### src/design/transient_alert_ducker_defines.svh
// Assertion helpers shared by the design files.
`ifndef TRANSIENT_ALERT_DUCKER_DEFINES_SVH
`define TRANSIENT_ALERT_DUCKER_DEFINES_SVH

// Checked only out of reset.
`define TAD_ASSERT(label, prop) \
    label: assert property (@(posedge i_clk) disable iff (!i_rst_n) prop) \
        else $error("tad assertion failed");

// Checked on every edge, reset included.
`define TAD_ASSERT_ALWAYS(label, prop) \
    label: assert property (@(posedge i_clk) prop) \
        else $error("tad assertion failed");

`endif

### src/design/tad_pkg.sv
package tad_pkg;

    typedef struct packed {
        logic signed [15:0] sample;
        logic               block_end;
    } t_in;

    typedef struct packed {
        logic [16:0] duck_gain;
        logic        alert_active;
    } t_out;

    localparam int CfgIdxW  = 3;
    localparam int CfgDataW = 24;
    localparam int CoefW    = 24;
    localparam int EnergyW  = 31;
    localparam int DuckW    = 17;
    localparam int HoldW    = 16;
    localparam int ThrW     = 12;
    localparam int MulAW    = 25;
    localparam int MulBW    = 32;
    localparam int ProdW    = MulAW + MulBW;
    localparam int StepW    = 4;

    localparam logic [CfgIdxW-1:0] REG_ENABLE    = 3'd0;
    localparam logic [CfgIdxW-1:0] REG_THRESHOLD = 3'd1;
    localparam logic [CfgIdxW-1:0] REG_SHORT_A   = 3'd2;
    localparam logic [CfgIdxW-1:0] REG_LONG_A    = 3'd3;
    localparam logic [CfgIdxW-1:0] REG_ATTACK    = 3'd4;
    localparam logic [CfgIdxW-1:0] REG_RELEASE   = 3'd5;
    localparam logic [CfgIdxW-1:0] REG_HOLD      = 3'd6;

    localparam logic [ThrW-1:0]    THR_RESET   = 12'd1024;
    localparam logic [ThrW-1:0]    THR_MIN     = 12'd512;
    localparam logic [ThrW-1:0]    THR_MAX     = 12'd3072;
    localparam logic [CoefW-1:0]   SHORT_RESET = 24'd6987;
    localparam logic [CoefW-1:0]   LONG_A_RST  = 24'd175;
    localparam logic [CoefW-1:0]   ATK_RESET   = 24'd17467;
    localparam logic [CoefW-1:0]   REL_RESET   = 24'd699;
    localparam logic [HoldW-1:0]   HOLD_RESET  = 16'd9600;
    localparam logic [EnergyW-1:0] LONG_RESET  = 31'd1073742;
    localparam logic [EnergyW-1:0] BASE_FLOOR  = 31'd1074;
    localparam logic [DuckW-1:0]   UNITY_Q16   = 17'd65536;
    localparam logic [DuckW-1:0]   DUCK_LOW    = 17'd6554;

    typedef struct packed {
        logic             enable;
        logic [ThrW-1:0]  thr;        // already clamped
        logic [CoefW-1:0] short_alpha;
        logic [CoefW-1:0] long_alpha;
        logic [CoefW-1:0] atk_coeff;
        logic [CoefW-1:0] rel_coeff;
        logic [HoldW-1:0] hold_len;
    } t_cfg;

    // multiplier operand selects
    localparam logic [2:0] A_NONE   = 3'd0;
    localparam logic [2:0] A_SAMPLE = 3'd1;
    localparam logic [2:0] A_SALPHA = 3'd2;
    localparam logic [2:0] A_LALPHA = 3'd3;
    localparam logic [2:0] A_THR    = 3'd4;
    localparam logic [2:0] A_COEF   = 3'd5;

    localparam logic [2:0] B_NONE   = 3'd0;
    localparam logic [2:0] B_SAMPLE = 3'd1;
    localparam logic [2:0] B_PSHORT = 3'd2;
    localparam logic [2:0] B_ELONG  = 3'd3;
    localparam logic [2:0] B_BASE   = 3'd4;
    localparam logic [2:0] B_DUCK   = 3'd5;

    // write-back targets
    localparam logic [2:0] WB_NONE  = 3'd0;
    localparam logic [2:0] WB_SHORT = 3'd1;
    localparam logic [2:0] WB_LONG  = 3'd2;
    localparam logic [2:0] WB_ALERT = 3'd3;
    localparam logic [2:0] WB_DUCK  = 3'd4;

    // sequencing
    localparam logic [1:0] JMP_NEXT     = 2'd0;
    localparam logic [1:0] JMP_WAIT_IN  = 2'd1;
    localparam logic [1:0] JMP_WAIT_OUT = 2'd2;

    localparam logic [StepW-1:0] STEP_IDLE   = 4'd0;
    localparam logic [StepW-1:0] STEP_SQUARE = 4'd1;
    localparam logic [StepW-1:0] STEP_SHORT  = 4'd2;
    localparam logic [StepW-1:0] STEP_LONG   = 4'd3;
    localparam logic [StepW-1:0] STEP_LWB    = 4'd4;
    localparam logic [StepW-1:0] STEP_THR    = 4'd5;
    localparam logic [StepW-1:0] STEP_ALERT  = 4'd6;
    localparam logic [StepW-1:0] STEP_DMUL   = 4'd7;
    localparam logic [StepW-1:0] STEP_DUCK   = 4'd8;

    typedef struct packed {
        logic [2:0]       a_sel;
        logic [2:0]       b_sel;
        logic             mul_en;
        logic             ld_e;
        logic [2:0]       wb;
        logic             emit;
        logic [1:0]       jmp;
        logic [StepW-1:0] tgt;
    } t_uword;

    typedef struct packed {
        t_uword w;
        logic   adv;
    } t_ctl;

    function automatic t_uword ucode(input logic [StepW-1:0] step);
        t_uword w;
        w = '{a_sel: A_NONE, b_sel: B_NONE, mul_en: 1'b0, ld_e: 1'b0, wb: WB_NONE,
              emit: 1'b0, jmp: JMP_NEXT, tgt: STEP_IDLE};
        case (step)
            STEP_IDLE: begin
                w.jmp = JMP_WAIT_IN;
                w.tgt = STEP_DUCK;
            end
            STEP_SQUARE: begin
                w.a_sel = A_SAMPLE; w.b_sel = B_SAMPLE; w.mul_en = 1'b1;
            end
            STEP_SHORT: begin
                w.a_sel = A_SALPHA; w.b_sel = B_PSHORT; w.mul_en = 1'b1; w.ld_e = 1'b1;
            end
            STEP_LONG: begin
                w.a_sel = A_LALPHA; w.b_sel = B_ELONG; w.mul_en = 1'b1; w.wb = WB_SHORT;
            end
            STEP_LWB: begin
                w.wb = WB_LONG;
            end
            STEP_THR: begin
                w.a_sel = A_THR; w.b_sel = B_BASE; w.mul_en = 1'b1;
            end
            STEP_ALERT: begin
                w.wb = WB_ALERT;
            end
            STEP_DMUL: begin
                w.a_sel = A_COEF; w.b_sel = B_DUCK; w.mul_en = 1'b1;
            end
            STEP_DUCK: begin
                w.wb = WB_DUCK; w.emit = 1'b1; w.jmp = JMP_WAIT_OUT; w.tgt = STEP_IDLE;
            end
            default: begin
                w.jmp = JMP_WAIT_OUT;
                w.tgt = STEP_IDLE;
            end
        endcase
        return w;
    endfunction

endpackage

### src/design/tad_dp.sv
`include "transient_alert_ducker_defines.svh"

module tad_dp (
    input  logic          i_clk,
    input  logic          i_rst_n,
    input  tad_pkg::t_ctl i_ctl,
    input  tad_pkg::t_cfg i_cfg,
    input  logic          i_in_fire,
    input  tad_pkg::t_in  i_in_data,
    input  logic          i_out_ready,
    output logic          o_out_stall,
    output logic          o_out_valid,
    output tad_pkg::t_out o_out_data
);

    localparam int EW = tad_pkg::EnergyW;
    localparam int DW = tad_pkg::DuckW;
    localparam int SH = 24;              // Q0.24 coefficient scale
    localparam int SW = tad_pkg::ProdW - SH;

    logic signed [15:0]                r_sample;
    logic                              r_last;
    logic                              r_byp;
    logic signed [tad_pkg::ProdW-1:0]  r_prod;
    logic [EW-1:0]                     r_energy;
    logic [EW-1:0]                     r_short;
    logic [EW-1:0]                     r_long;
    logic [DW-1:0]                     r_lvl;
    logic [DW-1:0]                     r_goal;
    logic [tad_pkg::HoldW-1:0]         r_hold;
    logic                              r_alert;
    logic                              r_out_valid;
    tad_pkg::t_out                     r_out;

    logic signed [tad_pkg::MulAW-1:0]  w_a;
    logic signed [tad_pkg::MulBW-1:0]  w_b;
    logic signed [tad_pkg::ProdW-1:0]  w_prod;
    logic signed [SW-1:0]              w_step;
    logic signed [SW:0]                w_short_sum;
    logic signed [SW:0]                w_long_sum;
    logic signed [SW:0]                w_lvl_sum;
    logic [DW-1:0]                     w_lvl_next;
    logic [EW-1:0]                     w_base;
    logic [DW:0]                       w_ddiff;
    logic [tad_pkg::CoefW-1:0]         w_coef;
    logic                              w_hit;
    logic                              w_emit;

    assign w_base = (r_long > tad_pkg::BASE_FLOOR) ? r_long : tad_pkg::BASE_FLOOR;
    assign w_coef = (r_lvl > r_goal) ? i_cfg.atk_coeff : i_cfg.rel_coeff;
    assign w_ddiff = {1'b0, r_goal} - {1'b0, r_lvl};

    always_comb begin
        case (i_ctl.w.a_sel)
            tad_pkg::A_SAMPLE: w_a = {{(tad_pkg::MulAW-16){r_sample[15]}}, r_sample};
            tad_pkg::A_SALPHA: w_a = {1'b0, i_cfg.short_alpha};
            tad_pkg::A_LALPHA: w_a = {1'b0, i_cfg.long_alpha};
            tad_pkg::A_THR:    w_a = {{(tad_pkg::MulAW-tad_pkg::ThrW){1'b0}}, i_cfg.thr};
            tad_pkg::A_COEF:   w_a = {1'b0, w_coef};
            default:           w_a = '0;
        endcase
        case (i_ctl.w.b_sel)
            tad_pkg::B_SAMPLE: w_b = {{(tad_pkg::MulBW-16){r_sample[15]}}, r_sample};
            // product register still holds the square here
            tad_pkg::B_PSHORT: w_b = {1'b0, r_prod[EW-1:0]} - {1'b0, r_short};
            tad_pkg::B_ELONG:  w_b = {1'b0, r_energy} - {1'b0, r_long};
            tad_pkg::B_BASE:   w_b = {1'b0, w_base};
            tad_pkg::B_DUCK:   w_b = {{(tad_pkg::MulBW-DW-1){w_ddiff[DW]}}, w_ddiff};
            default:           w_b = '0;
        endcase
    end

    assign w_prod = w_a * w_b;

    // floor(coef * diff / 2^24)
    assign w_step      = r_prod[tad_pkg::ProdW-1:SH];
    assign w_short_sum = $signed({{(SW+1-EW){1'b0}}, r_short}) + $signed({w_step[SW-1], w_step});
    assign w_long_sum  = $signed({{(SW+1-EW){1'b0}}, r_long}) + $signed({w_step[SW-1], w_step});
    assign w_lvl_sum   = $signed({{(SW+1-DW){1'b0}}, r_lvl}) + $signed({w_step[SW-1], w_step});

    always_comb begin
        if (w_lvl_sum[SW]) begin
            w_lvl_next = '0;
        end else if (w_lvl_sum > $signed({{(SW+1-DW){1'b0}}, tad_pkg::UNITY_Q16})) begin
            w_lvl_next = tad_pkg::UNITY_Q16;
        end else begin
            w_lvl_next = w_lvl_sum[DW-1:0];
        end
    end

    // short*256 > thr*baseline
    assign w_hit = {4'b0, r_short, 8'b0} > r_prod[EW+tad_pkg::ThrW-1:0];

    assign w_emit = i_ctl.adv && i_ctl.w.emit && r_last;

    always_ff @(posedge i_clk) begin
        if (i_in_fire) begin
            r_sample <= i_in_data.sample;
            r_last   <= i_in_data.block_end;
            r_byp    <= !i_cfg.enable;
        end
        if (i_ctl.adv && i_ctl.w.mul_en) begin
            r_prod <= w_prod;
        end
        if (i_ctl.adv && i_ctl.w.ld_e) begin
            r_energy <= r_prod[EW-1:0];
        end
        if (w_emit) begin
            r_out.duck_gain    <= r_byp ? tad_pkg::UNITY_Q16 : w_lvl_next;
            r_out.alert_active <= r_byp ? 1'b0 : r_alert;
        end
    end

    always_ff @(posedge i_clk) begin
        if (!i_rst_n) begin
            r_short     <= '0;
            r_long      <= tad_pkg::LONG_RESET;
            r_lvl       <= tad_pkg::UNITY_Q16;
            r_goal      <= tad_pkg::UNITY_Q16;
            r_hold      <= '0;
            r_alert     <= 1'b0;
            r_out_valid <= 1'b0;
        end else begin
            if (i_ctl.adv) begin
                case (i_ctl.w.wb)
                    tad_pkg::WB_SHORT: r_short <= w_short_sum[EW-1:0];
                    tad_pkg::WB_LONG:  r_long  <= w_long_sum[EW-1:0];
                    tad_pkg::WB_ALERT: begin
                        if (w_hit) begin
                            r_goal  <= tad_pkg::DUCK_LOW;
                            r_hold  <= i_cfg.hold_len;
                            r_alert <= 1'b1;
                        end else if (r_hold != '0) begin
                            r_hold <= r_hold - 1'b1;
                        end else begin
                            r_goal  <= tad_pkg::UNITY_Q16;
                            r_alert <= 1'b0;
                        end
                    end
                    tad_pkg::WB_DUCK: begin
                        if (!r_byp) begin
                            r_lvl <= w_lvl_next;
                        end
                    end
                    default: ;
                endcase
            end
            if (w_emit) begin
                r_out_valid <= 1'b1;
            end else if (i_out_ready) begin
                r_out_valid <= 1'b0;
            end
        end
    end

    assign o_out_stall = r_last && r_out_valid && !i_out_ready;
    assign o_out_valid = r_out_valid;
    assign o_out_data  = r_out;

    `TAD_ASSERT(a_lvl_range, r_lvl <= tad_pkg::UNITY_Q16)
    `TAD_ASSERT(a_goal_vals, r_goal == tad_pkg::UNITY_Q16 || r_goal == tad_pkg::DUCK_LOW)
    `TAD_ASSERT(a_alert_goal, r_alert == 1'b0 |-> r_goal == tad_pkg::UNITY_Q16)

endmodule

### config.mk
export PLATFORM = sky130hd
export DESIGN_NAME = tad_dp
export DESIGN_NICKNAME = d
export VERILOG_FILES = /design/src/design/tad_pkg.sv /design/src/design/tad_dp.sv
export VERILOG_INCLUDE_DIRS = /design/src /design/src/design
export SDC_FILE = /design/constraint.sdc
export NUM_CORES = 2
export LEC_CHECK = 0
export ABC_AREA = 0
export BUFFER_PORTS_ARGS = -buffer_cell sky130_fd_sc_hd__buf_4
export CORE_AREA = 3 3 272 274
export DETAILED_ROUTE_END_ITERATION = 6
export DIE_AREA = 0 0 275 277
export PLACE_DENSITY = 0.83
export SLEW_MARGIN = 15
export SYNTH_ARGS = -nofsm -noshare
export SYNTH_HDL_FRONTEND = slang
export SYNTH_SLANG_ARGS = --single-unit
### constraint.sdc
create_clock -name i_clk -period 19.6 [get_ports i_clk]
set_clock_uncertainty 0.1 [all_clocks]
set_input_delay 1.96 -clock i_clk [delete_from_list [all_inputs] [get_ports i_clk]]
set_output_delay 1.96 -clock i_clk [all_outputs]
set_load 0.01 [all_outputs]
==> metrics.txt <==
Max clock buf depth=3; top sig layer=met5; Synth Instances=5409; Row Count=98; port buffer count=178; final setup fails=0; CTS root buf=clkbuf_16; R2R cell count=31; met3 wire length=18500 um; Resized cells post-CTS=0; post-synthesis adder-cell area fraction=44.5%; EDFF count, synth=124; clock sink count=222; Tcrit/Tclk final=61.3%; worst slew pin tran=1.25 ns; Mapped Area=0.0466 mm2; GP Congestion=1.01; Yosys cell types=95; CP Class=in -> reg; Power Density=186 mW/mm2; Final Hold Viols=0; core area=0.0716 mm2; Synth warnings=0; Mean Syn Cell Area=8.61 um2; flops & latches, synth=222; mux share of post-synthesis cell area=1.33%; grt ovf=0; Post-Route WL=149000 um; crit path max fanout=21; status=complete, no violations; vias per cell=6.32; pins over their slew limit=0; hold-critical path depth=2; WL per Instance=23.1 um; die height=277 um; DIE AREA=0.0762 mm2; XOR/XNOR share of the synthesized area=3.25%; largest net degree at the start of global routing=61; vias in the first global route=41574; vias after detailed routing=40705; setup bufs post-CTS=0; dominant synthesized flop cell=edfxtp_1; area of the multi-input gates=0.0362 mm2; post-synthesis sequential area ratio=12.2%; Starting Density=65.0%; Critical Path Sink Type=register; slowest CP cell=fa_1; Most common cell on crit path=fa_1; Hold Path End=r_lvl[11]; CTS tree=yes; Hold WC Path Type=reg -> reg; post-route ant nets=0; DRT met1 WL=52000 um; width of the chip=275 um; max-capacitance violation count=0; worst vdd ir=0.358 mV; flop-to-flop setup slack=8.15 ns; layout cell share with drive strength beyond 1=7.63%; Slew Limit Headroom=16.7%; CTS Buf Count=26; clock latency on the worst-skew pair=0.56 ns; register area=0.00569 mm2; FMAX=83.2 MHz; initial antenna violation count=3; HP Start=r_lvl[11]; slowest stage delay, CP=1.20 ns; CTS hold repair buffers=0; Area growth syn-to-layout=7.20%; Pleak=24.2 nW; RSZ-0062 raised after global routing=no; post-layout min period=12.01 ns; Post-DP HPWL=113000 um; starting DRC count in detailed routing=4306; CP Launch Type=input port; main combinational cell family by area after synthesis=adder cells; Max H-tree Level=1; global-route wire length before repair=230000 um; share of flip-flops with an asynchronous set or reset=0%; Reg clk slew, reported paths=0.06 ns; CP required=19.79 ns; Compound-Gate Fraction of Synth Area=12.9%; Final Power=9.29 mW; routed length on met2=66000 um; nets=6793; FILL cells=5545; GR Util All Layers=39.3%; Mapped Nets=6733; crit path DAT=12.21 ns; Detailed Routing Iterations Pass 1=6; Reg-to-Reg Start=r_prod[14]; # IOs=185; reg2reg end=r_prod[54]; Synth Area in Simple Gates=15.5%; residual DRC count=0; setup TNS=0 ns
-- routing by layer --
metal | global-route usage (%) | vias to the layer above
li1 | - | 17409
met3 | 9.47 | 756
met4 | 25.2 | 2
met1 | 49.5 | 19862
met5 | 0 | -
met2 | 60.6 | 2676
-- registers in the layout, indices dropped and copies added, names as in the netlist --
signal       count
r_energy        31
r_last           1
r_hold          16
r_long          31
o_out_data      18
r_prod          57
r_sample        16
r_byp            1
o_out_valid      1
r_goal           2
r_short         31
r_lvl           17
-- power by group --
part           internal (mW)  switching [mW]  leakage, nW
clock                  0.317           0.216        0.449
sequential             0.830           0.161         1.94
combinational           2.95            4.81         21.8
-- worst max path at each step --
stage,from,slack (ns),to,depth (start not counted)
global placement,i_ctl[15],7.30,r_prod[56],31
finish,i_ctl[15],7.59,r_prod[53],29
CTS,i_ctl[15],7.70,r_prod[56],31
floorplan,i_ctl[17],9.25,r_prod[56],30
global route,i_ctl[15],7.04,r_prod[56],31
detailed placement,i_ctl[15],7.10,r_prod[56],31
-- layout make-up --
cell class                 count  area share, %
sequential                   222           11.4
inverter                    1043           7.84
timing repair buffer         261           3.93
tap                          950           2.38
clock inverter                20          0.474
clock buffer                  28           1.36
antenna                        4         0.0201
multi-input combinational   3915           72.6
-- synth_stat cells, types with 11 or more instances --
cell      number  area [um2]
a211o_1       11        96.3
a211oi_1      36         270
a21boi_0      12        90.1
a21o_1        87         653
a21oi_1      250        1250
a221oi_1      11        96.3
a22oi_1       38         285
a31oi_1       27         169
and2_1        51         319
and3_1        24         150
buf_2         17        85.1
clkbuf_1     201         754
dfxtp_1       98        1960
edfxtp_1     124        3720
fa_1         825       16500
ha_1         334        4180
inv_1       1042        3910
mux2_2        17         191
mux2i_1       41         410
nand2_1      606        2270
nand2b_1      57         357
nand3_1       87         435
nand4_1       32         200
nor2_1       553        2080
nor2b_1       39         244
nor3_1        45         225
nor3b_1       12        90.1
nor4_1        26         163
o211ai_1      26         195
o21a_1        48         360
o21ai_0      167         836
o21bai_1      21         158
o22ai_1       19         119
o31ai_1       17         128
or2_2         22         138
or3_1         26         163
xnor2_1      114         998
xor2_1        59         517
-- logic make-up after synthesis --
logic type	Yosys count
adders and majority gates	1159
and+or+nand+nor	1620
xor gates and xnor gates	173
DFF	222
buffers and inverters	1272
muxes	59
AOI/OAI and AO/OA	904
-- cells in the final DEF, fill, tap and decap left out, drive strengths merged, types with 51 or more instances in the layout --
cell type and n:
a21o 87, fa 825, nand3 87, ha 334
xor2 59, inv 1043, nand2b 57, nand2 606
a21oi 251, o21ai 184, buf 261, edfxtp 124
dfxtp 98, xnor2 114, and2 51, nor2 557
-- through the flow --
stage	hold slack, ns	worst slack, ns	utilization, %	area [um2]	instances
after floorplan	0.351	9.25	-	46600	5409
after global placement	0.371	7.30	68.4	49000	6391
after detailed placement	0.377	7.10	68.4	49000	6391
after CTS	0.386	7.70	69.7	49900	6439
after global routing	0.408	7.04	69.7	49900	6439
final	0.381	7.59	69.7	49900	6443
-- critical path: cells and delay by family --
kind | cells | cell delay (ns)
fa+ha+maj | 8 | 5.03
compound gates | 5 | 1.21
xor+xnor | 1 | 0.13
buf+inv | 5 | 0.50
simple gates | 10 | 3.35
(Power assumes the default switching activity.)
