===== config.mk =====
export PLATFORM = sky130hd
export DESIGN_NAME = tad_seq
export DESIGN_NICKNAME = d
export VERILOG_FILES = /design/src/design/tad_pkg.sv /design/src/design/tad_seq.sv
export VERILOG_INCLUDE_DIRS = /design/src /design/src/design
export SDC_FILE = /design/constraint.sdc
export NUM_CORES = 1
export LEC_CHECK = 0
export BUFFER_PORTS_ARGS = -buffer_cell sky130_fd_sc_hd__buf_2
export CELL_PAD_IN_SITES_DETAIL_PLACEMENT = 1
export CELL_PAD_IN_SITES_GLOBAL_PLACEMENT = 1
export CORE_UTILIZATION = 30
export DETAILED_ROUTE_END_ITERATION = 12
export GPL_TIMING_DRIVEN = 0
export MAX_ROUTING_LAYER = met4
export PLACE_DENSITY_LB_ADDON = 0.1
export SETUP_SLACK_MARGIN = 0.5
export SLEW_MARGIN = 20
export SYNTH_ARGS = -nofsm -noshare
export SYNTH_HDL_FRONTEND = slang
export SYNTH_SLANG_ARGS = --single-unit

===== constraint.sdc =====
create_clock -name i_clk -period 4.7 [get_ports i_clk]
set_input_delay 0.47 -clock i_clk [delete_from_list [all_inputs] [get_ports i_clk]]
set_output_delay 0.47 -clock i_clk [all_outputs]
set_load 0.01 [all_outputs]

===== src/design/transient_alert_ducker_defines.svh =====
// Assertion helpers shared by the design files.
`ifndef TRANSIENT_ALERT_DUCKER_DEFINES_SVH
`define TRANSIENT_ALERT_DUCKER_DEFINES_SVH

// Checked only out of reset.
`define TAD_ASSERT(label, prop) \
    label: assert property (@(posedge i_clk) disable iff (!i_rst_n) prop) \
        else $error("tad assertion failed");

// Checked on every edge, reset included.
`define TAD_ASSERT_ALWAYS(label, prop) \
    label: assert property (@(posedge i_clk) prop) \
        else $error("tad assertion failed");

`endif


===== src/design/tad_pkg.sv =====
package tad_pkg;

    typedef struct packed {
        logic signed [15:0] sample;
        logic               block_end;
    } t_in;

    typedef struct packed {
        logic [16:0] duck_gain;
        logic        alert_active;
    } t_out;

    localparam int CfgIdxW  = 3;
    localparam int CfgDataW = 24;
    localparam int CoefW    = 24;
    localparam int EnergyW  = 31;
    localparam int DuckW    = 17;
    localparam int HoldW    = 16;
    localparam int ThrW     = 12;
    localparam int MulAW    = 25;
    localparam int MulBW    = 32;
    localparam int ProdW    = MulAW + MulBW;
    localparam int StepW    = 4;

    localparam logic [CfgIdxW-1:0] REG_ENABLE    = 3'd0;
    localparam logic [CfgIdxW-1:0] REG_THRESHOLD = 3'd1;
    localparam logic [CfgIdxW-1:0] REG_SHORT_A   = 3'd2;
    localparam logic [CfgIdxW-1:0] REG_LONG_A    = 3'd3;
    localparam logic [CfgIdxW-1:0] REG_ATTACK    = 3'd4;
    localparam logic [CfgIdxW-1:0] REG_RELEASE   = 3'd5;
    localparam logic [CfgIdxW-1:0] REG_HOLD      = 3'd6;

    localparam logic [ThrW-1:0]    THR_RESET   = 12'd1024;
    localparam logic [ThrW-1:0]    THR_MIN     = 12'd512;
    localparam logic [ThrW-1:0]    THR_MAX     = 12'd3072;
    localparam logic [CoefW-1:0]   SHORT_RESET = 24'd6987;
    localparam logic [CoefW-1:0]   LONG_A_RST  = 24'd175;
    localparam logic [CoefW-1:0]   ATK_RESET   = 24'd17467;
    localparam logic [CoefW-1:0]   REL_RESET   = 24'd699;
    localparam logic [HoldW-1:0]   HOLD_RESET  = 16'd9600;
    localparam logic [EnergyW-1:0] LONG_RESET  = 31'd1073742;
    localparam logic [EnergyW-1:0] BASE_FLOOR  = 31'd1074;
    localparam logic [DuckW-1:0]   UNITY_Q16   = 17'd65536;
    localparam logic [DuckW-1:0]   DUCK_LOW    = 17'd6554;

    typedef struct packed {
        logic             enable;
        logic [ThrW-1:0]  thr;        // already clamped
        logic [CoefW-1:0] short_alpha;
        logic [CoefW-1:0] long_alpha;
        logic [CoefW-1:0] atk_coeff;
        logic [CoefW-1:0] rel_coeff;
        logic [HoldW-1:0] hold_len;
    } t_cfg;

    // multiplier operand selects
    localparam logic [2:0] A_NONE   = 3'd0;
    localparam logic [2:0] A_SAMPLE = 3'd1;
    localparam logic [2:0] A_SALPHA = 3'd2;
    localparam logic [2:0] A_LALPHA = 3'd3;
    localparam logic [2:0] A_THR    = 3'd4;
    localparam logic [2:0] A_COEF   = 3'd5;

    localparam logic [2:0] B_NONE   = 3'd0;
    localparam logic [2:0] B_SAMPLE = 3'd1;
    localparam logic [2:0] B_PSHORT = 3'd2;
    localparam logic [2:0] B_ELONG  = 3'd3;
    localparam logic [2:0] B_BASE   = 3'd4;
    localparam logic [2:0] B_DUCK   = 3'd5;

    // write-back targets
    localparam logic [2:0] WB_NONE  = 3'd0;
    localparam logic [2:0] WB_SHORT = 3'd1;
    localparam logic [2:0] WB_LONG  = 3'd2;
    localparam logic [2:0] WB_ALERT = 3'd3;
    localparam logic [2:0] WB_DUCK  = 3'd4;

    // sequencing
    localparam logic [1:0] JMP_NEXT     = 2'd0;
    localparam logic [1:0] JMP_WAIT_IN  = 2'd1;
    localparam logic [1:0] JMP_WAIT_OUT = 2'd2;

    localparam logic [StepW-1:0] STEP_IDLE   = 4'd0;
    localparam logic [StepW-1:0] STEP_SQUARE = 4'd1;
    localparam logic [StepW-1:0] STEP_SHORT  = 4'd2;
    localparam logic [StepW-1:0] STEP_LONG   = 4'd3;
    localparam logic [StepW-1:0] STEP_LWB    = 4'd4;
    localparam logic [StepW-1:0] STEP_THR    = 4'd5;
    localparam logic [StepW-1:0] STEP_ALERT  = 4'd6;
    localparam logic [StepW-1:0] STEP_DMUL   = 4'd7;
    localparam logic [StepW-1:0] STEP_DUCK   = 4'd8;

    typedef struct packed {
        logic [2:0]       a_sel;
        logic [2:0]       b_sel;
        logic             mul_en;
        logic             ld_e;
        logic [2:0]       wb;
        logic             emit;
        logic [1:0]       jmp;
        logic [StepW-1:0] tgt;
    } t_uword;

    typedef struct packed {
        t_uword w;
        logic   adv;
    } t_ctl;

    function automatic t_uword ucode(input logic [StepW-1:0] step);
        t_uword w;
        w = '{a_sel: A_NONE, b_sel: B_NONE, mul_en: 1'b0, ld_e: 1'b0, wb: WB_NONE,
              emit: 1'b0, jmp: JMP_NEXT, tgt: STEP_IDLE};
        case (step)
            STEP_IDLE: begin
                w.jmp = JMP_WAIT_IN;
                w.tgt = STEP_DUCK;
            end
            STEP_SQUARE: begin
                w.a_sel = A_SAMPLE; w.b_sel = B_SAMPLE; w.mul_en = 1'b1;
            end
            STEP_SHORT: begin
                w.a_sel = A_SALPHA; w.b_sel = B_PSHORT; w.mul_en = 1'b1; w.ld_e = 1'b1;
            end
            STEP_LONG: begin
                w.a_sel = A_LALPHA; w.b_sel = B_ELONG; w.mul_en = 1'b1; w.wb = WB_SHORT;
            end
            STEP_LWB: begin
                w.wb = WB_LONG;
            end
            STEP_THR: begin
                w.a_sel = A_THR; w.b_sel = B_BASE; w.mul_en = 1'b1;
            end
            STEP_ALERT: begin
                w.wb = WB_ALERT;
            end
            STEP_DMUL: begin
                w.a_sel = A_COEF; w.b_sel = B_DUCK; w.mul_en = 1'b1;
            end
            STEP_DUCK: begin
                w.wb = WB_DUCK; w.emit = 1'b1; w.jmp = JMP_WAIT_OUT; w.tgt = STEP_IDLE;
            end
            default: begin
                w.jmp = JMP_WAIT_OUT;
                w.tgt = STEP_IDLE;
            end
        endcase
        return w;
    endfunction

endpackage


===== src/design/tad_seq.sv =====
`include "transient_alert_ducker_defines.svh"

module tad_seq (
    input  logic          i_clk,
    input  logic          i_rst_n,
    input  logic          i_in_valid,
    input  logic          i_enable,
    input  logic          i_out_stall,
    output logic          o_in_ready,
    output tad_pkg::t_ctl o_ctl
);

    logic [tad_pkg::StepW-1:0] r_step;
    logic [tad_pkg::StepW-1:0] n_step;
    tad_pkg::t_uword           w_word;
    logic                      w_adv;

    assign w_word = tad_pkg::ucode(r_step);

    always_comb begin
        w_adv  = 1'b1;
        n_step = r_step + 1'b1;
        case (w_word.jmp)
            tad_pkg::JMP_NEXT: ;
            tad_pkg::JMP_WAIT_IN: begin
                w_adv = i_in_valid;
                // disabled: skip the math, go straight to the result step
                if (!i_enable) begin
                    n_step = w_word.tgt;
                end
            end
            tad_pkg::JMP_WAIT_OUT: begin
                w_adv  = !i_out_stall;
                n_step = w_word.tgt;
            end
            default: n_step = tad_pkg::STEP_IDLE;
        endcase
        if (!w_adv) begin
            n_step = r_step;
        end
    end

    always_ff @(posedge i_clk) begin
        if (!i_rst_n) begin
            r_step <= tad_pkg::STEP_IDLE;
        end else begin
            r_step <= n_step;
        end
    end

    assign o_in_ready = (w_word.jmp == tad_pkg::JMP_WAIT_IN);
    assign o_ctl      = '{w: w_word, adv: w_adv};

    `TAD_ASSERT_ALWAYS(a_rst_idle, !i_rst_n |=> r_step == tad_pkg::STEP_IDLE)
    `TAD_ASSERT(a_start, (o_in_ready && i_in_valid && i_enable) |=> r_step == tad_pkg::STEP_SQUARE)
    `TAD_ASSERT(a_bypass, (o_in_ready && i_in_valid && !i_enable) |=> r_step == tad_pkg::STEP_DUCK)

endmodule


==> results of run 1 <==
==> cell families (layout without fill, tap and decap cells) <==
group | Yosys count | count (layout) | share of synthesized area, %
AOI/OAI and AO/OA | 12 | 12 | 19.8
adders and majority gates | 4 | 4 | 10.7
DFF | 4 | 4 | 17.1
buffers and inverters | 13 | 37 | 18.7
xor gates and xnor gates | 1 | 1 | 1.87
other | 1 | 3 | 0.801
and+or+nand+nor | 28 | 28 | 31.0
==> through the flow <==
stage	utilization (%)	hold slack (ns)
2_1_floorplan	-	0.491
3_3_place_gp	43.3	0.518
3_5_place_dp	43.3	0.535
4_1_cts	45.0	0.504
5_1_grt	45.0	0.520
6_report	45.0	0.511
==> how the worst max path moves through the flow <==
stage                         start        to  cells past startpoint
after CTS                 r_step[0]  o_ctl[0]                      6
after detailed placement  r_step[0]  o_ctl[0]                      6
final                     r_step[0]  o_ctl[0]                      6
after global placement    r_step[0]  o_ctl[0]                      6
after global routing      r_step[0]  o_ctl[0]                      6
after floorplan           r_step[0]  o_ctl[0]                      5
==> power by group <==
part	internal, W	leakage (nW)	switching (W)	total [W]
clock network	0.0000287	0.0138	0.0000157	0.0000443
logic	0.000143	0.281	0.000153	0.000295
registers	0.0000438	0.0327	0.00000951	0.0000533
total	0.000215	0.327	0.000178	0.000393
==> worst max-delay path, stage by stage (launching register included) <==
cell,delay [ns]
sky130_fd_sc_hd__dfxtp_1,0.40
sky130_fd_sc_hd__inv_1,0.10
sky130_fd_sc_hd__ha_1,0.30
sky130_fd_sc_hd__nor4_2,0.34
sky130_fd_sc_hd__a211oi_2,0.17
sky130_fd_sc_hd__buf_4,0.15
sky130_fd_sc_hd__buf_2,0.13
==> layout make-up <==
| cell class | count | area (um2) | area share [%] |
|---|---|---|---|
| plain buffers | 10 | 76.3 | 12.3 |
| clock buffers | 3 | 22.5 | 3.62 |
| inverters | 3 | 11.3 | 1.81 |
| flip-flops and latches | 4 | 80.1 | 12.9 |
| repair buffers | 21 | 105 | 16.9 |
| well taps | 15 | 18.8 | 3.02 |
| multi-input cells | 48 | 308 | 49.5 |
==> per-layer routing <==
| metal | track usage (%) | up-vias | routed length, um |
|---|---|---|---|
| li1 | - | 254 | - |
| met1 | 17.3 | 216 | 539 |
| met2 | 21.6 | 19 | 499 |
| met3 | 5.65 | 4 | 69 |
| met4 | 7.74 | 0 | 25 |
| met5 | - | - | 0 |
==> cells in the mapped netlist <==
master / count
sky130_fd_sc_hd__nand2_1: 9
sky130_fd_sc_hd__o31a_1: 1
sky130_fd_sc_hd__buf_4: 8
sky130_fd_sc_hd__and2_2: 1
sky130_fd_sc_hd__o21a_1: 2
sky130_fd_sc_hd__nor4b_1: 1
sky130_fd_sc_hd__and3_1: 2
sky130_fd_sc_hd__a221oi_1: 1
sky130_fd_sc_hd__nor2_1: 7
sky130_fd_sc_hd__nand2b_1: 1
sky130_fd_sc_hd__a211oi_2: 2
sky130_fd_sc_hd__a21oi_1: 3
sky130_fd_sc_hd__buf_6: 1
sky130_fd_sc_hd__ha_1: 4
sky130_fd_sc_hd__nor3_1: 1
sky130_fd_sc_hd__and2_1: 3
sky130_fd_sc_hd__xor2_1: 1
sky130_fd_sc_hd__inv_1: 3
sky130_fd_sc_hd__o22ai_1: 2
sky130_fd_sc_hd__a21o_1: 1
sky130_fd_sc_hd__conb_1: 1
sky130_fd_sc_hd__buf_2: 1
sky130_fd_sc_hd__or2_1: 1
sky130_fd_sc_hd__nor4_2: 1
sky130_fd_sc_hd__dfxtp_1: 4
sky130_fd_sc_hd__nand3b_1: 1
==> key figures, run 1 <==
Outcome
  – Outcome: completed

Power and ir drop
  – Maximum resistive drop on vdd: 0.257 mV
  – Leak pwr: 0.327 nW
  – Total power density per cell area: 632 nW/um2
  – Total power consumption of the routed design: 0.000393 W

Placement
  – Placer's final routability congestion estimate: 0.664
  – IO Port Bufs: 21
  – Post-Place Cell Area: 599 um2
  – Detailed placement HPWL: 899 um
  – DP Worst Slack: 2.60 ns
  – Placed Cells: 101

CTS
  – TritonCTS clock tree: built
  – Count of hold buffers inserted by post-cts repair: 0
  – Clock Tree Root: sky130_fd_sc_hd__clkbuf_4
  – Clock sink count: 4
  – Clock latency of the later-clocked register in the worst-skew pair: 0.24 ns
  – CTS clk-pin slew, worst paths: 0.04 ns
  – Max H-tree Level: 1
  – Cells resized by post-CTS repair: 0
  – Number of buffers created by CTS: 3
  – Buffer depth of the longest clock path: 2
  – Post-CTS setup buffers: 0

STA
  – Setup repair after global routing missed its margin: no
  – Maximum clock frequency: 435 MHz
  – Minimum period implied by the final worst setup slack: 2.30 ns
  – Final sum of negative setup slack: 0 ns
  – Fraction of the cycle the final worst path needs: 48.9%
  – Max-slew violation total from the final report: 0
  – Worst-case setup margin in the final layout: 2.40 ns
  – # setup viols final: 0
  – Fin Clk Skew: 0.00669 ns
  – Final Hold Violating Endpoints: 0

Die
  – Die boundary height: 41.5 um
  – Die ar.: 1720 um2
  – Floorplan core area: 1380 um2
  – Starting utilization of the core area: 33.8%
  – I/O Pins: 25
  – Width of the die: 41.5 um
  – Number of rows created at floorplan: 13

Route
  – Routed length per instance: 10.9 um
  – Routed via count divided by cell count: 4.74
  – Wire length after detailed routing: 1130 um
  – Initial DRC count: 9
  – Vias after detailed routing: 493
  – Remaining DRCs: 0
  – Number of search-and-repair iterations in the first detailed-routing pass: 3
  – Number of nets still failing antenna checks after routing: 0

Final layout
  – Largest Register: r_step
  – Final design area excluding fillers: 622 um2
  – Number of filler instances in the final layout: 187
  – Area growth from synthesis to layout: 32.9%
  – Fraction of layout cells with a size suffix above 1: 42.7%
  – Most common cell after layout, fill and taps aside: sky130_fd_sc_hd__buf_2
  – Most frequent cells in the layout: sky130_fd_sc_hd__buf_2 (22), sky130_fd_sc_hd__nand2_1 (9), sky130_fd_sc_hd__buf_4 (8)
  – Final Instance Count excl. Fillers: 104
  – Flip-flop count of the largest register after layout: 4
  – Final layout net count: 100
  – Antenna diode instance count: 0
  – Registers with the most flip-flops: r_step x4

GRT
  – All-Layer GR Usage: 14.7%
  – Gr ovfl total: 0
  – Largest net degree at the start of global routing: 11
  – Antenna violations before repair: 0
  – Vias in the first global route: 432
  – Wire length of the first global-routing pass: 1890 um

Critical path
  – Arrival time of data at the critical path endpoint: 1.83 ns
  – Max Fanout on Critical Path: 8
  – CP required: 4.23 ns
  – Category of the critical setup timing path: register to primary output
  – Reg-to-reg slack, setup: 2.87 ns
  – Crit Reg-Reg Endpoint: r_step[2]
  – Capturing element type of the critical path: primary output
  – Critical path startpoint category: register
  – Startpoint of the lowest-slack register-to-register path: r_step[0]
  – Worst r2r path cells: 7

Logic synthesis
  – Number of distinct library cell variants in the gate-level netlist after synthesis: 26
  – Total standard cell area after synthesis: 468 um2
  – Gate count after technology mapping: 63
  – Cell types occupying the most area after synthesis: sky130_fd_sc_hd__dfxtp_1 (17%), sky130_fd_sc_hd__buf_4 (13%), sky130_fd_sc_hd__ha_1 (11%)
  – Synthesized area per cell: 7.43 um2
  – Cell accounting for the most synthesized area: sky130_fd_sc_hd__dfxtp_1
  – FF+latch count, synth: 4
  – Synth Warn #: 0
  – Seq/Total Area, Yosys: 17.1%
  – Portion of synthesized cell area occupied by the leading cell type: 17.1%

Worst hold path
  – Hold WC Path Type: primary input to register
  – Number of stages on the worst hold path: 2
  – Origin of the worst min-delay path: i_rst_n
  – Endpoint with the worst hold slack: r_step[2]

Job
  – Number of maximum-capacitance constraint violations: 0
No activity file was read; power rests on OpenSTA's default activity.
==> run 2, diff against run 1 <==
--- a/config.mk
+++ b/config.mk
@@ -9,7 +9,8 @@
 export BUFFER_PORTS_ARGS = -buffer_cell sky130_fd_sc_hd__buf_2
 export CELL_PAD_IN_SITES_DETAIL_PLACEMENT = 1
 export CELL_PAD_IN_SITES_GLOBAL_PLACEMENT = 1
-export CORE_UTILIZATION = 30
+export CORE_ASPECT_RATIO = 0.8
+export CORE_UTILIZATION = 28
 export DETAILED_ROUTE_END_ITERATION = 12
 export GPL_TIMING_DRIVEN = 0
 export MAX_ROUTING_LAYER = met4
==> constraint.sdc (replaced) <==
create_clock -name i_clk -period 2.3 [get_ports i_clk]
set_input_delay 0.23 -clock i_clk [delete_from_list [all_inputs] [get_ports i_clk]]
set_output_delay 0.23 -clock i_clk [all_outputs]
set_load 0.01 [all_outputs]
==> key figures, run 2 (same netlist as run 1, synthesis figures left out) <==
Final layout
  – Multi-input gate area: 350 um2 (+14%)
  – Most common cell after layout, fill and taps aside: sky130_fd_sc_hd__buf_2
  – Registers with the most flip-flops: r_step x4
  – Fraction of layout cells with a size suffix above 1: 54.7% (+12 points)
  – Number of filler instances in the final layout: 208 (+11%)
  – Most frequent cells in the layout: sky130_fd_sc_hd__buf_2 (21), sky130_fd_sc_hd__buf_4 (13), sky130_fd_sc_hd__nand2_1 (9)
  – Final design area excluding fillers: 737 um2 (+19%)
  – Flip-flop count of the largest register after layout: 4 (unchanged)
  – Area growth from synthesis to layout: 57.5%
  – Largest Register: r_step
  – Final layout net count: 106 (+6.0%)
  – Footprint of the flip-flops and latches: 87.6 um2 (+9.4%)
  – Antenna diode instance count: 0 (unchanged)

Critical path
  – Worst setup path endpoint: o_ctl[6]
  – Capturing element type of the critical path: primary output
  – Startpoint of the lowest-slack register-to-register path: r_step[0]
  – Worst r2r path cells: 8 (+1)
  – CP required: 2.07 ns (-2.16 ns)
  – Max Fanout on Critical Path: 5 (-3)
  – Critical path startpoint category: register
  – Number of gates on the worst path with buffers counted: 6 (unchanged)
  – Crit path buffers/inverters: 3 (unchanged)
  – Category of the critical setup timing path: register to primary output
  – Launch point of the critical path: r_step[0]
  – Crit Reg-Reg Endpoint: r_step[2]
  – Cell chain of the critical path: inv_4 > ha_4 > nor4_4 > or2_1 > buf_6 > buf_2
  – Arrival time of data at the critical path endpoint: 1.54 ns (-0.29 ns)
  – Largest delay share family, worst path: simple AND/OR/NAND/NOR gates
  – Delay of the slowest cell on the worst path: 0.37 ns (-0.03 ns)
  – Reg-to-reg slack, setup: 0.61 ns (-2.26 ns)
  – Critical Path Slowest Stage Cell: sky130_fd_sc_hd__dfxtp_4

GRT
  – All-Layer GR Usage: 16.7% (+2.0 points)
  – Gr ovfl total: 0 (unchanged)
  – Largest net degree at the start of global routing: 11 (unchanged)
  – Antenna violations before repair: 0 (unchanged)
  – Wire length of the first global-routing pass: 2000 um (+5.9%)
  – Vias in the first global route: 417 (-3.5%)

STA
  – Final sum of negative setup slack: 0 ns (unchanged)
  – Fin Clk Skew: 0.00206 ns (-0.00464 ns)
  – Final Hold Violating Endpoints: 0 (unchanged)
  – # setup viols final: 0 (unchanged)
  – Max-slew violation total from the final report: 0 (unchanged)
  – Setup repair after global routing missed its margin: yes
  – Fraction of the cycle the final worst path needs: 76.9%
  – Minimum period implied by the final worst setup slack: 1.77 ns
  – Maximum clock frequency: 565 MHz

Die
  – Die ar.: 1840 um2 (+6.8%)
  – Starting utilization of the core area: 31.8% (-2.0 points)
  – Die boundary height: 38.6 um (-7.1%)
  – I/O Pins: 25 (unchanged)
  – Number of rows created at floorplan: 12 (-1)
  – Width of the die: 47.7 um (+15%)
  – Floorplan core area: 1470 um2 (+6.4%)

Route
  – Vias after detailed routing: 544 (+10%)
  – Number of search-and-repair iterations in the first detailed-routing pass: 4 (+1)
  – Routed length per instance: 11.3 um (+3.3%)
  – Remaining DRCs: 0 (unchanged)
  – Wire length after detailed routing: 1310 um (+15%)
  – Number of nets still failing antenna checks after routing: 0 (unchanged)
  – Routed via count divided by cell count: 4.69 (-1.1%)
  – Initial DRC count: 10 (+1)

Placement
  – Placer's final routability congestion estimate: 0.717 (+7.9%)
  – IO Port Bufs: 21 (unchanged)
  – Detailed placement HPWL: 961 um (+7.0%)
  – Post-Place Cell Area: 607 um2 (+1.3%)

Power and ir drop
  – Portion of total power attributed to the clock network: 9.1% (-2.2 points)
  – Comb power frac: 79.0% (+3.8 points)
  – Leak pwr: 0.366 nW (+12%)
  – Switching portion of total power: 42.5% (-2.8 points)
  – Power Internal: 0.000567 W (+160%)
  – Total power density per cell area: 1340 nW/um2 (+110%)
  – Maximum resistive drop on vdd: 0.572 mV (+120%)
  – Sequential power share: 11.8% (-1.8 points)
  – P_sw: 0.000419 W (+140%)

CTS
  – Clock latency of the later-clocked register in the worst-skew pair: 0.24 ns (about the same)
  – Clock Tree Root: sky130_fd_sc_hd__clkbuf_4
  – Max H-tree Level: 1 (unchanged)
  – Clock sink count: 4 (unchanged)
  – Number of buffers created by CTS: 3 (unchanged)
  – CTS clk-pin slew, worst paths: 0.04 ns (about the same)
  – Buffer depth of the longest clock path: 2 (unchanged)
  – TritonCTS clock tree: built

Worst hold path
  – Hold WC Path Type: primary input to register
  – Number of stages on the worst hold path: 2 (unchanged)

Job
  – Number of maximum-capacitance constraint violations: 0 (unchanged)

Outcome
  – Outcome: completed
[run 2: cell types whose count changed in the layout (fill, tap and decap cells not counted), sizes merged]
cell,change
buf,+6
[run 2: metrics by stage]
step                      cells  worst slack [ns]  hold slack (ns)  utilization, %  power [W]
after CTS                   114             0.496            0.271            48.2   0.000939
after global routing        116             0.434            0.288            50.1    0.00107
after global placement      107             0.441            0.519            41.2   0.000719
final                       116             0.530            0.272            50.1   0.000986
after detailed placement    107             0.426            0.524            41.2   0.000729
after floorplan              65             0.657            0.348               -   0.000538
[run 2: layout make-up]
class,instances,area share [%]
tap,21,3.57
buffer,10,10.4
inverter,3,1.87
multi-input combinational,48,47.5
clock buffer,3,3.06
timing repair buffer,27,21.7
sequential,4,11.9
[run 2: metal layers]
layer | wire length (um) | global-route usage [%] | vias to the layer above
li1 | - | - | 273
met1 | 642 | 22.9 | 253
met2 | 588 | 23.3 | 18
met3 | 74 | 7.08 | 0
met4 | 0 | 2.08 | 0
met5 | 0 | - | -
[run 2: worst min-delay path by stage]
stage,start,endpoint
floorplan,i_rst_n,r_step[3]
CTS,i_rst_n,r_step[2]
global route,i_rst_n,r_step[2]
global placement,i_rst_n,r_step[3]
finish,i_rst_n,r_step[2]
detailed placement,i_rst_n,r_step[2]
[run 2: power by group through the flow]
stage / Clock, W / Combinational (W) / Sequential [W]
3_5_place_dp: 0 / 0.000619 / 0.000109
3_3_place_gp: 0 / 0.000609 / 0.000109
4_1_cts: 0.0000910 / 0.000729 / 0.000119
6_report: 0.0000901 / 0.000779 / 0.000117
2_1_floorplan: 0 / 0.000434 / 0.000104
5_1_grt: 0.000100 / 0.000851 / 0.000122
[run 2: what timing repair did]
item | in CTS | in global routing
hold buffers | 0 | 0
pin swaps | 5 | 3
resized for setup | 12 | 4
endpoints found under the hold margin | 0 | 0
setup buffers | 4 | 2
endpoints found under the setup margin | 4 | 4
